==> config.mk <==
export PLATFORM = sky130hd
export DESIGN_NAME = rgba5551_hue_rotate
export DESIGN_NICKNAME = d
export VERILOG_FILES = /design/src/rhr_pkg.sv /design/src/rgba5551_hue_rotate.sv /design/src/rhr_front.sv /design/src/rhr_sector.sv /design/src/rhr_rebuild.sv
export SDC_FILE = /design/constraint.sdc
export NUM_CORES = 1
export LEC_CHECK = 0
export CORE_MARGIN = 2
export CORE_UTILIZATION = 40
export CTS_CLUSTER_DIAMETER = 200
export CTS_CLUSTER_SIZE = 28
export DETAILED_ROUTE_END_ITERATION = 16
export DONT_BUFFER_PORTS = 1
export GPL_ROUTABILITY_DRIVEN = 0
export SLEW_MARGIN = 10
export SYNTH_ARGS = -nofsm -noshare
export SYNTH_HDL_FRONTEND = slang
export SYNTH_SLANG_ARGS = --single-unit
==> constraint.sdc <==
create_clock -name clk -period 8.9 [get_ports clk]
set_input_delay 1.78 -clock clk [delete_from_list [all_inputs] [get_ports clk]]
set_output_delay 1.78 -clock clk [all_outputs]
set_load 0.05 [all_outputs]
==> src/rhr_pkg.sv <==
// Package for the RGBA5551 hue rotation pipeline.
// Holds stage types, colour codes and fixed reciprocal constants.
// No dependencies.
package rhr_pkg;

	localparam int unsigned PIX_W = 16;
	localparam int unsigned CH_W  = 8;

	// c * 255 / 31 as a reciprocal multiply, exact for 5-bit c
	localparam logic [21:0] WIDEN_MUL   = 22'd2156535;
	localparam int unsigned WIDEN_SHIFT = 18;

	// deg / 60, exact for deg below 512
	localparam logic [9:0]  DEG_RECIP = 10'd547;
	localparam int unsigned DEG_SHIFT = 15;

	// v / 60, exact for v below 2**14 + 60
	localparam logic [14:0] X_RECIP = 15'd17477;
	localparam int unsigned X_SHIFT = 20;

	localparam logic [14:0] HALF_STEP = 15'd30;

	typedef enum logic [1:0] {
		MAX_RED   = 2'd0,
		MAX_GREEN = 2'd1,
		MAX_BLUE  = 2'd2
	} rhr_max_t;

	typedef enum logic [2:0] {
		SEC_RED_YELLOW   = 3'd0,
		SEC_YELLOW_GREEN = 3'd1,
		SEC_GREEN_CYAN   = 3'd2,
		SEC_CYAN_BLUE    = 3'd3,
		SEC_BLUE_MAGENTA = 3'd4,
		SEC_MAGENTA_RED  = 3'd5
	} rhr_sector_t;

	typedef struct packed {
		logic s1;
		logic s2;
		logic s3;
		logic s4;
		logic s5;
		logic s6;
	} rhr_adv_t;

	typedef struct packed {
		logic [PIX_W-1:0]       px;
		logic [CH_W-1:0]        mn;
		logic [CH_W-1:0]        d;
		logic signed [CH_W:0]   n;
		rhr_max_t               maxc;
		logic                   bypass;
	} rhr_s2_t;

	typedef struct packed {
		logic [PIX_W-1:0] px;
		logic [CH_W-1:0]  mn;
		logic [CH_W-1:0]  d;
		rhr_sector_t      sector;
		logic [14:0]      v;
		logic             bypass;
	} rhr_s4_t;

	function automatic logic [CH_W-1:0] widen5(input logic [4:0] c);
		logic [26:0] p;
		p = 27'(c) * 27'(WIDEN_MUL);
		return p[WIDEN_SHIFT +: CH_W];
	endfunction

endpackage

==> src/rgba5551_hue_rotate.sv <==
// Top level of the RGBA5551 hue rotation pipeline: angle register,
// stage valids and advance chain. Depends on rhr_pkg, rhr_front,
// rhr_sector and rhr_rebuild.
//
//   channel  | handshake            | payload
//   ---------+----------------------+------------------
//   pixel    | pix_valid, pix_stall | pixel_in  [15:0]
//   result   | res_valid, res_stall | pixel_out [15:0]
//   angle    | hue_we               | hue_wdata [8:0]
//
// Six register stages; one item a cycle unless res_stall holds the pipeline.
// The stages carry the widen multiply, the sector fold and the /60 multiply.
// Reset clears the stage valids and the angle register (angle 0).
// A stage holds while its successor holds; empty stages fill under a stall.
module rgba5551_hue_rotate (
	input  logic        clk,
	input  logic        arst_n,
	input  logic        pix_valid,
	output logic        pix_stall,
	input  logic [15:0] pixel_in,
	output logic        res_valid,
	input  logic        res_stall,
	output logic [15:0] pixel_out,
	input  logic        hue_we,
	input  logic [8:0]  hue_wdata
);

	logic [8:0] hue_q;
	logic [3:0] rot_q_q;
	logic [5:0] rot_r_q;

	logic [18:0] qprod;
	logic [3:0]  q_n;
	logic [8:0]  q60;
	logic [8:0]  r_n;

	logic v_s1, v_s2, v_s3, v_s4, v_s5, v_s6;
	rhr_pkg::rhr_adv_t adv;

	rhr_pkg::rhr_s2_t d_s2;
	rhr_pkg::rhr_s4_t d_s4;

	always_comb begin
		qprod = 19'(hue_wdata) * 19'(rhr_pkg::DEG_RECIP);
		q_n   = qprod[rhr_pkg::DEG_SHIFT +: 4];
		q60   = (9'(q_n) << 6) - (9'(q_n) << 2);
		r_n   = hue_wdata - q60;
	end

	always_ff @(posedge clk or negedge arst_n) begin
		if (!arst_n) begin
			hue_q   <= '0;
			rot_q_q <= '0;
			rot_r_q <= '0;
		end else if (hue_we) begin
			hue_q   <= hue_wdata;
			rot_q_q <= q_n;
			rot_r_q <= r_n[5:0];
		end
	end

	always_comb begin
		adv.s6 = !v_s6 || !res_stall;
		adv.s5 = !v_s5 || adv.s6;
		adv.s4 = !v_s4 || adv.s5;
		adv.s3 = !v_s3 || adv.s4;
		adv.s2 = !v_s2 || adv.s3;
		adv.s1 = !v_s1 || adv.s2;
	end

	always_ff @(posedge clk or negedge arst_n) begin
		if (!arst_n) begin
			v_s1 <= 1'b0;
			v_s2 <= 1'b0;
			v_s3 <= 1'b0;
			v_s4 <= 1'b0;
			v_s5 <= 1'b0;
			v_s6 <= 1'b0;
		end else begin
			if (adv.s1) v_s1 <= pix_valid;
			if (adv.s2) v_s2 <= v_s1;
			if (adv.s3) v_s3 <= v_s2;
			if (adv.s4) v_s4 <= v_s3;
			if (adv.s5) v_s5 <= v_s4;
			if (adv.s6) v_s6 <= v_s5;
		end
	end

	assign pix_stall = !adv.s1;
	assign res_valid = v_s6;

	rhr_front u_front (
		.clk      (clk),
		.adv      (adv),
		.pixel_in (pixel_in),
		.rot_zero (hue_q == 9'd0),
		.out_s2   (d_s2)
	);

	rhr_sector u_sector (
		.clk    (clk),
		.adv    (adv),
		.in_s2  (d_s2),
		.rot_q  (rot_q_q),
		.rot_r  (rot_r_q),
		.out_s4 (d_s4)
	);

	rhr_rebuild u_rebuild (
		.clk      (clk),
		.adv      (adv),
		.in_s4    (d_s4),
		.pixel_s6 (pixel_out)
	);

endmodule

==> src/rhr_front.sv <==
// Front stages: widen the colour channels, then find max, min, chroma
// and the scaled hue offset. Depends on rhr_pkg.
module rhr_front (
	input  logic                    clk,
	input  rhr_pkg::rhr_adv_t       adv,
	input  logic [15:0]             pixel_in,
	input  logic                    rot_zero,
	output rhr_pkg::rhr_s2_t        out_s2
);

	logic [7:0]  r_s1, g_s1, b_s1;
	logic [15:0] px_s1;

	logic [7:0]        mx, mn;
	logic signed [8:0] n;
	rhr_pkg::rhr_max_t maxc;

	always_ff @(posedge clk) begin
		if (adv.s1) begin
			r_s1  <= rhr_pkg::widen5(pixel_in[15:11]);
			g_s1  <= rhr_pkg::widen5(pixel_in[10:6]);
			b_s1  <= rhr_pkg::widen5(pixel_in[5:1]);
			px_s1 <= pixel_in;
		end
	end

	always_comb begin
		mx = (r_s1 > g_s1) ? r_s1 : g_s1;
		mn = (r_s1 < g_s1) ? r_s1 : g_s1;
		if (b_s1 > mx) mx = b_s1;
		if (b_s1 < mn) mn = b_s1;
		if (mx == r_s1) begin
			maxc = rhr_pkg::MAX_RED;
			n    = $signed({1'b0, g_s1}) - $signed({1'b0, b_s1});
		end else if (mx == g_s1) begin
			maxc = rhr_pkg::MAX_GREEN;
			n    = $signed({1'b0, b_s1}) - $signed({1'b0, r_s1});
		end else begin
			maxc = rhr_pkg::MAX_BLUE;
			n    = $signed({1'b0, r_s1}) - $signed({1'b0, g_s1});
		end
	end

	always_ff @(posedge clk) begin
		if (adv.s2) begin
			out_s2.px     <= px_s1;
			out_s2.mn     <= mn;
			out_s2.d      <= mx - mn;
			out_s2.n      <= n;
			out_s2.maxc   <= maxc;
			out_s2.bypass <= rot_zero || (mx == mn);
		end
	end

endmodule

==> src/rhr_sector.sv <==
// Middle stages: rotate the scaled hue, find the sector and the numerator
// of the intermediate channel. Depends on rhr_pkg.
module rhr_sector (
	input  logic                clk,
	input  rhr_pkg::rhr_adv_t   adv,
	input  rhr_pkg::rhr_s2_t    in_s2,
	input  logic [3:0]          rot_q,
	input  logic [5:0]          rot_r,
	output rhr_pkg::rhr_s4_t    out_s4
);

	logic [15:0]        px_s3;
	logic [7:0]         mn_s3, d_s3;
	rhr_pkg::rhr_max_t  maxc_s3;
	logic               bypass_s3;
	logic signed [15:0] res_s3;
	logic [13:0]        d60_s3;

	logic signed [15:0] n_w;
	logic [13:0]        dprod;
	logic [13:0]        d_ext;

	logic               neg, ge;
	logic signed [15:0] d60_sx, w_full;
	logic [13:0]        w;
	logic [1:0]         inc;
	logic [4:0]         t;
	logic [4:0]         t_mod;
	rhr_pkg::rhr_sector_t sector;
	logic [14:0]        v;

	always_comb begin
		n_w   = 16'(in_s2.n);
		dprod = 14'(in_s2.d) * 14'(rot_r);
		d_ext = 14'(in_s2.d);
	end

	always_ff @(posedge clk) begin
		if (adv.s3) begin
			px_s3     <= in_s2.px;
			mn_s3     <= in_s2.mn;
			d_s3      <= in_s2.d;
			maxc_s3   <= in_s2.maxc;
			bypass_s3 <= in_s2.bypass;
			res_s3    <= (n_w <<< 6) - (n_w <<< 2) + $signed({2'b00, dprod});
			d60_s3    <= (d_ext << 6) - (d_ext << 2);
		end
	end

	always_comb begin
		d60_sx = $signed({2'b00, d60_s3});
		neg    = res_s3[15];
		ge     = !neg && (res_s3[14:0] >= {1'b0, d60_s3});
		if (neg) begin
			w_full = res_s3 + d60_sx;
			inc    = 2'd0;
		end else if (ge) begin
			w_full = res_s3 - d60_sx;
			inc    = 2'd2;
		end else begin
			w_full = res_s3;
			inc    = 2'd1;
		end
		w = w_full[13:0];
		t = 5'({maxc_s3, 1'b0}) + 5'(rot_q) + 5'd5 + 5'(inc);
		if (t >= 5'd18)      t_mod = t - 5'd18;
		else if (t >= 5'd12) t_mod = t - 5'd12;
		else if (t >= 5'd6)  t_mod = t - 5'd6;
		else                 t_mod = t;
		sector = rhr_pkg::rhr_sector_t'(t_mod[2:0]);
		if (!t_mod[0]) v = {1'b0, w} + rhr_pkg::HALF_STEP;
		else           v = {1'b0, d60_s3} - {1'b0, w} + rhr_pkg::HALF_STEP;
	end

	always_ff @(posedge clk) begin
		if (adv.s4) begin
			out_s4.px     <= px_s3;
			out_s4.mn     <= mn_s3;
			out_s4.d      <= d_s3;
			out_s4.sector <= sector;
			out_s4.v      <= v;
			out_s4.bypass <= bypass_s3;
		end
	end

endmodule

==> src/rhr_rebuild.sv <==
// Back stages: divide the numerator by 60, then place the channels by
// sector and pack the result pixel. Depends on rhr_pkg.
module rhr_rebuild (
	input  logic                clk,
	input  rhr_pkg::rhr_adv_t   adv,
	input  rhr_pkg::rhr_s4_t    in_s4,
	output logic [15:0]         pixel_s6
);

	logic [29:0]          xprod;
	logic [7:0]           x_s5;
	logic [15:0]          px_s5;
	logic [7:0]           mn_s5, d_s5;
	rhr_pkg::rhr_sector_t sector_s5;
	logic                 bypass_s5;

	logic [7:0] c0, c1, c2;
	logic [7:0] o0, o1, o2;

	assign xprod = 30'(in_s4.v) * 30'(rhr_pkg::X_RECIP);

	always_ff @(posedge clk) begin
		if (adv.s5) begin
			x_s5      <= xprod[rhr_pkg::X_SHIFT +: 8];
			px_s5     <= in_s4.px;
			mn_s5     <= in_s4.mn;
			d_s5      <= in_s4.d;
			sector_s5 <= in_s4.sector;
			bypass_s5 <= in_s4.bypass;
		end
	end

	always_comb begin
		case (sector_s5)
			rhr_pkg::SEC_RED_YELLOW: begin
				c0 = d_s5; c1 = x_s5; c2 = 8'd0;
			end
			rhr_pkg::SEC_YELLOW_GREEN: begin
				c0 = x_s5; c1 = d_s5; c2 = 8'd0;
			end
			rhr_pkg::SEC_GREEN_CYAN: begin
				c0 = 8'd0; c1 = d_s5; c2 = x_s5;
			end
			rhr_pkg::SEC_CYAN_BLUE: begin
				c0 = 8'd0; c1 = x_s5; c2 = d_s5;
			end
			rhr_pkg::SEC_BLUE_MAGENTA: begin
				c0 = x_s5; c1 = 8'd0; c2 = d_s5;
			end
			default: begin
				c0 = d_s5; c1 = 8'd0; c2 = x_s5;
			end
		endcase
		o0 = c0 + mn_s5;
		o1 = c1 + mn_s5;
		o2 = c2 + mn_s5;
	end

	always_ff @(posedge clk) begin
		if (adv.s6) begin
			if (bypass_s5) pixel_s6 <= px_s5;
			else           pixel_s6 <= {o0[7:3], o1[7:3], o2[7:3], px_s5[0]};
		end
	end

endmodule

# Word level (Yosys, flattened, before mapping)
# Cells that the tools add are included.
# totals
memories,0
latchBits,0
regBits,285
out_inout_bits,18
rom_bits,0
ramBits,0
inputBits,30
# op_classes
n_eq_ne,7
n_shift,0
bitwise,0
add_sub_neg,23
reduce_logical,25
mux,19
n_lt_le_gt_ge,8
multipliers,6
div,0
# op_table
op,count
5-bit by 22-bit multiplier with 26-bit output (second input constant),3
8-bit one-hot mux with 2 select lines,3
8-bit 2-to-1 mux,4
15-bit by 15-bit multiplier with 28-bit output (second input constant),1
14-bit 2-to-1 mux,2
8-bit by 8-bit subtractor with 9-bit output,3
8-bit adder,3
8-bit == test,3
9-bit by 10-bit multiplier with 19-bit output (second input constant),1
9-bit 2-to-1 mux,2
16-bit by 15-bit adder with 16-bit output,1
8-bit > comparator,2
8-bit less-than comparator,2
16-bit 2-to-1 mux,1
15-bit by 11-bit subtractor with 16-bit output,1
14-bit by 5-bit adder with 15-bit output (second input constant),1
15-bit by 5-bit adder with 15-bit output (second input constant),1
15-bit by 14-bit greater-or-equal comparator with 1-bit output,1
15-bit 2-to-1 mux,1
14-bit by 14-bit subtractor with 15-bit output,1
14-bit adder,1
8-bit by 6-bit multiplier with 14-bit output,1
14-bit by 10-bit subtractor with 14-bit output,1
14-bit subtractor,1
other kinds (22),47

# Longest topological paths before layout
# logic_depth
ltp_word,10
mapped_depth,28

# Modules after synthesis
# From an unflattened synthesis, not the netlist that was laid out.
# unflattened
hier_cells,2387
area_unflattened_um2,25219.2
# by_module_without_submodules
module,area_per_inst_um2,n_inst,seq_area_each_um2,cells_per_inst
rhr_front,8892.3,1,2522.4,850
rhr_sector,8672.1,1,3393.3,813
rhr_rebuild,5770.5,1,1801.7,558
rgba5551_hue_rotate,1884.3,1,575.6,166

# Worst setup path before layout
# Ideal clock, no wire load.
# synth_path
kind,input port to output port
start,in res_stall
end,out pix_stall
n_path_buf,0
t_arrival_ns,3.899
required_ns,7.120
setup_slack_ns,3.221
stages,4
path_cell_list,and3_1 and3_1 nand3_1 inv_1
# synth_between
elab_chain_cells,8
# synth_rtl
element,line,text
from (decl),rgba5551_hue_rotate.sv:22,"input logic res_stall,"
1-bit zero test,rgba5551_hue_rotate.sv:63,adv.s6 = !v_s6 || !res_stall;
1-bit logical OR,rgba5551_hue_rotate.sv:63,
1-bit logical OR,rgba5551_hue_rotate.sv:64,adv.s5 = !v_s5 || adv.s6;
1-bit logical OR,rgba5551_hue_rotate.sv:65,adv.s4 = !v_s4 || adv.s5;
1-bit logical OR,rgba5551_hue_rotate.sv:66,adv.s3 = !v_s3 || adv.s4;
1-bit logical OR,rgba5551_hue_rotate.sv:67,adv.s2 = !v_s2 || adv.s3;
1-bit logical OR,rgba5551_hue_rotate.sv:68,adv.s1 = !v_s1 || adv.s2;
1-bit zero test,rgba5551_hue_rotate.sv:89,assign pix_stall = !adv.s1;
to (decl),rgba5551_hue_rotate.sv:19,"output logic pix_stall,"
# No other way between the ends.

# Worst setup path after layout
# layout_path
start,reg u_front.g_s1[6]
end,"reg u_front.out_s2[11] in the netlist's numbering, data pin"
# layout_between
elab_chain_cells,7
elab_cells_between_ends,10
cone_classes,add/sub: 2; order compare: 2; eq/ne: 2; mux: 4
# layout_rtl
element,line,text
from (decl),rhr_front.sv:11,"logic [7:0] r_s1, g_s1, b_s1;"
from (signal assigned),rhr_front.sv:21,g_s1 <= rhr_pkg::widen5(pixel_in[10:6]);
8-bit > comparator,rhr_front.sv:28,mx = (r_s1 > g_s1) ? r_s1 : g_s1;
8-bit 2-to-1 mux,rhr_front.sv:28,
8-bit > comparator,rhr_front.sv:30,if (b_s1 > mx) mx = b_s1;
8-bit 2-to-1 mux,rhr_front.sv:30,
8-bit == test,rhr_front.sv:35,end else if (mx == g_s1) begin
9-bit 2-to-1 mux,rhr_front.sv:35,
9-bit 2-to-1 mux *,rhr_front.sv:32,if (mx == r_s1) begin
net u_front.n[8],rhr_front.sv:15,logic signed [8:0] n;
to (decl),rhr_front.sv:8,output rhr_pkg::rhr_s2_t out_s2
# Mark *: on every way through the listed nets, which the timed path passes. The rest lies on a longest branch.
# A chain may end at the register's enable or synchronous reset.

==> flow_summary.ini <==
[critical_path]
path_cells = inv_1 -> ha_1 -> a21o_1 -> a211oi_1 -> nor2_1 -> nand2_1 -> nor2_1 -> mux2i_1 -> ha_1 -> a21o_1 -> a21oi_1 -> o211ai_1 -> and2_1 -> nor3_1 -> a211oi_1 -> o21ai_1 -> or4_1 -> mux2_2 -> mux2_2
cp.required_ns = 9.17
timing.rr.end = u_front.out_s2[11]
r2r-start = u_front.g_s1[6]
worst-path-stages = 19
cp_num_buf_inv = 1
r2r_slack_ns = 1.95
slowest_stage = nor2_1
path_max_fanout = 17
worstSetupPathType = register to register
path_delay_family = simple AND/OR/NAND/NOR gates
end_kind = register
max_stage_delay_ns = 0.92
ff2ff_path_depth = 19
cp.arrival_ns = 7.22
start_kind = register

[synthesis]
synth_edf_count = 257
synth_compound_area_share_pct = 12.0
synthCells = 2337
synthXorXnorAreaFrac_pct = 4.88
synth-seq-cells = 280
synth_ff_type = edfxtp_1
synth.area.top_cells = edfxtp_1 (31%), ha_1 (21%), fa_1 (10%)
yosysMostFrequentCell = ha_1
synthAdderAreaFrac_pct = 30.9
syn_area_per_cell_um2 = 10.5
seq_area_frac_synth_pct = 33.7
synth_mux_area_share_pct = 2.47
yosysTopAreaCellShare_pct = 31.4
syn_area_um2 = 24600
yosys.area_share.simple_pct = 9.70
synthTopCellsByCount = ha_1 (409), inv_1 (367), edfxtp_1 (257), nand2_1 (138), fa_1 (124)
syn_nets = 2900
ys_types = 84
ys_async_sr_fraction_pct = 8.21
yosys.area.top_type = edfxtp_1
synth_top_family_by_area = adder cells
yosys_warnings = 0

[timing]
final_hold_viol_count = 0
setup_tns_ns = 0
skew_ns = 0.0267
min_period_ns = 6.95
setup_viol = 0
rsz0062_at_grt = false
report.final.slew_viol_count = 0
period_share_pct = 78.1
max_freq_ghz = 0.144
max_slew.worst_pin.slew_ns = 1.10
relSlewSlack_pct = 26.2

[floorplanning]
fp.dieH_um = 252
fp-row-count = 90
boundaryPins = 48
initial_core_util_pct = 40.6
die_area_um2 = 63500
core_area_um2 = 60600
die_w_um = 252

[drt]
viasPerCell = 5.24
first_iter_violations = 944
ant_nets = 0
vias = 16285
remaining_drc_errors = 0
firstDrtPassIters = 6
wirelength_um = 51200
routedWlPerCell_um = 16.5

[global_routing]
grt_pass1_wl_um = 85900
grt_pass1_vias = 16913
grt_overflow = 0
grt_usage_pct = 16.5
grt_max_degree = 54
antenna_found_initial = 1

[min_path]
min_path_type = register to register
min_path_cells = 0
hold_start = u_sector.out_s4[45]
hold_end = u_rebuild.px_s5[10]

[clocking]
worstSkewPairLatency_ns = 0.51
clk_path_buf_depth = 3
numCtsBuffers = 13
ctsHoldBuffers = 0
cts_setup_buffers = 0
cts_tree = done
path_clk_slew_ns = 0.12
cts_resized = 0
clock-sinks = 280
h-tree-depth = 1
clock-root-buffer = clkbuf_16

[cells_and_area]
fin_util_pct = 42.6
syn_to_final_growth_pct = 4.99
num_antenna_cells = 0
fillers = 5722
nets = 2879
layout-drive-gt1-share_pct = 3.31

[outcome]
status = completed

[job]
cap_violations = 0

[place]
io_buffers = 0
dp_hpwl_um = 41800
-- flip-flops by register name (all words and copies together), names as in the netlist, 8 cells and up --
signal	flops
u_sector.d60_s3	11
u_front.r_s1	8
u_sector.res_s3	16
u_sector.px_s3	16
u_rebuild.pixel_s6	16
u_rebuild.d_s5	8
hue_q	9
u_sector.d_s3	8
u_rebuild.px_s5	16
u_front.b_s1	8
u_rebuild.x_s5	8
u_front.px_s1	16
u_front.out_s2	44
u_front.g_s1	8
u_rebuild.mn_s5	8
u_sector.out_s4	51
u_sector.mn_s3	8
-- routing by layer --
layer | wire length (um) | track usage [%] | up-vias
met5 | 0 | 0 | -
li1 | - | - | 8085
met4 | 1600 | 5.31 | 0
met1 | 23000 | 21.4 | 7829
met3 | 1590 | 1.41 | 85
met2 | 25100 | 29.2 | 286
-- area by class of cell --
class                      instances  area (um2)  area share (%)
clock inverter                     1        8.76          0.0339
tap                              782         978            3.79
sequential                       280        8290            32.1
inverter                         368        1380            5.35
timing repair buffer               6        45.0           0.174
clock buffer                      21         355            1.38
multi-input combinational       1647       14800            57.2
-- worst max-delay path by stage --
stage / start / to
floorplan: res_stall / pix_stall
global placement: u_front.r_s1[6] / u_front.out_s2[11]
detailed placement: u_front.g_s1[6] / u_front.out_s2[11]
CTS: u_front.g_s1[6] / u_front.out_s2[11]
global route: u_front.g_s1[4] / u_front.out_s2[11]
finish: u_front.g_s1[6] / u_front.out_s2[11]
-- worst reg2reg max path, delay by kind of cell (launching register included) --
family | cells | cell delay [ns]
buffers and inverters | 1 | 0.09
and+or+nand+nor | 6 | 3.18
muxes | 3 | 1.07
AOI/OAI and AO/OA | 7 | 1.21
adders and majority gates | 2 | 0.70
DFF | 1 | 0.49
-- stage by stage --
step / area (um2) / cells / setup slack (ns) / hold WS [ns]
floorplan: 24600 / 2337 / 3.22 / 0.400
detailed placement: 25500 / 3083 / 2.20 / 0.405
global placement: 25500 / 3083 / 2.33 / 0.403
CTS: 25800 / 3105 / 2.16 / 0.421
global route: 25800 / 3105 / 1.64 / 0.423
finish: 25800 / 3105 / 1.95 / 0.414
-- layout by cell type (no fill, tap or decap), types with 9 or more instances in the layout --
master / netlist / routed
ha_1: 409 / 409
inv_1: 367 / 365
edfxtp_1: 257 / 257
nand2_1: 138 / 136
fa_1: 124 / 124
a21oi_1: 123 / 123
xnor2_1: 99 / 99
nor2_1: 89 / 89
o21ai_0: 87 / 87
a21o_1: 49 / 49
nor2b_1: 41 / 41
and2_1: 41 / 41
nor3_1: 40 / 40
nand3_1: 39 / 38
xor2_1: 38 / 38
mux2i_1: 36 / 36
nand2b_1: 28 / 28
o21a_1: 25 / 25
dfrtp_1: 23 / 23
mux2_2: 20 / 20
a31oi_1: 16 / 16
a22o_1: 16 / 16
clkbuf_16: 0 / 13
and3_1: 11 / 11
o211ai_1: 11 / 11
o31ai_1: 11 / 11
o21bai_1: 10 / 10
a21boi_0: 10 / 10
a211oi_1: 9 / 9
or2_2: 9 / 9
-- logic make-up (layout without fill, tap and decap cells) --
logic type,Yosys count,after routing
buffers and inverters,410,396
XOR/XNOR,137,137
multiplexers,57,57
flip-flops,280,280
AO/OA/AOI/OAI,441,441
AND/OR/NAND/NOR,479,479
adder cells (fa/ha/maj),533,533
Power is left out: the tool's default activity adds up to more than one toggle a clock period on the data nets, which glitch-free logic cannot reach.
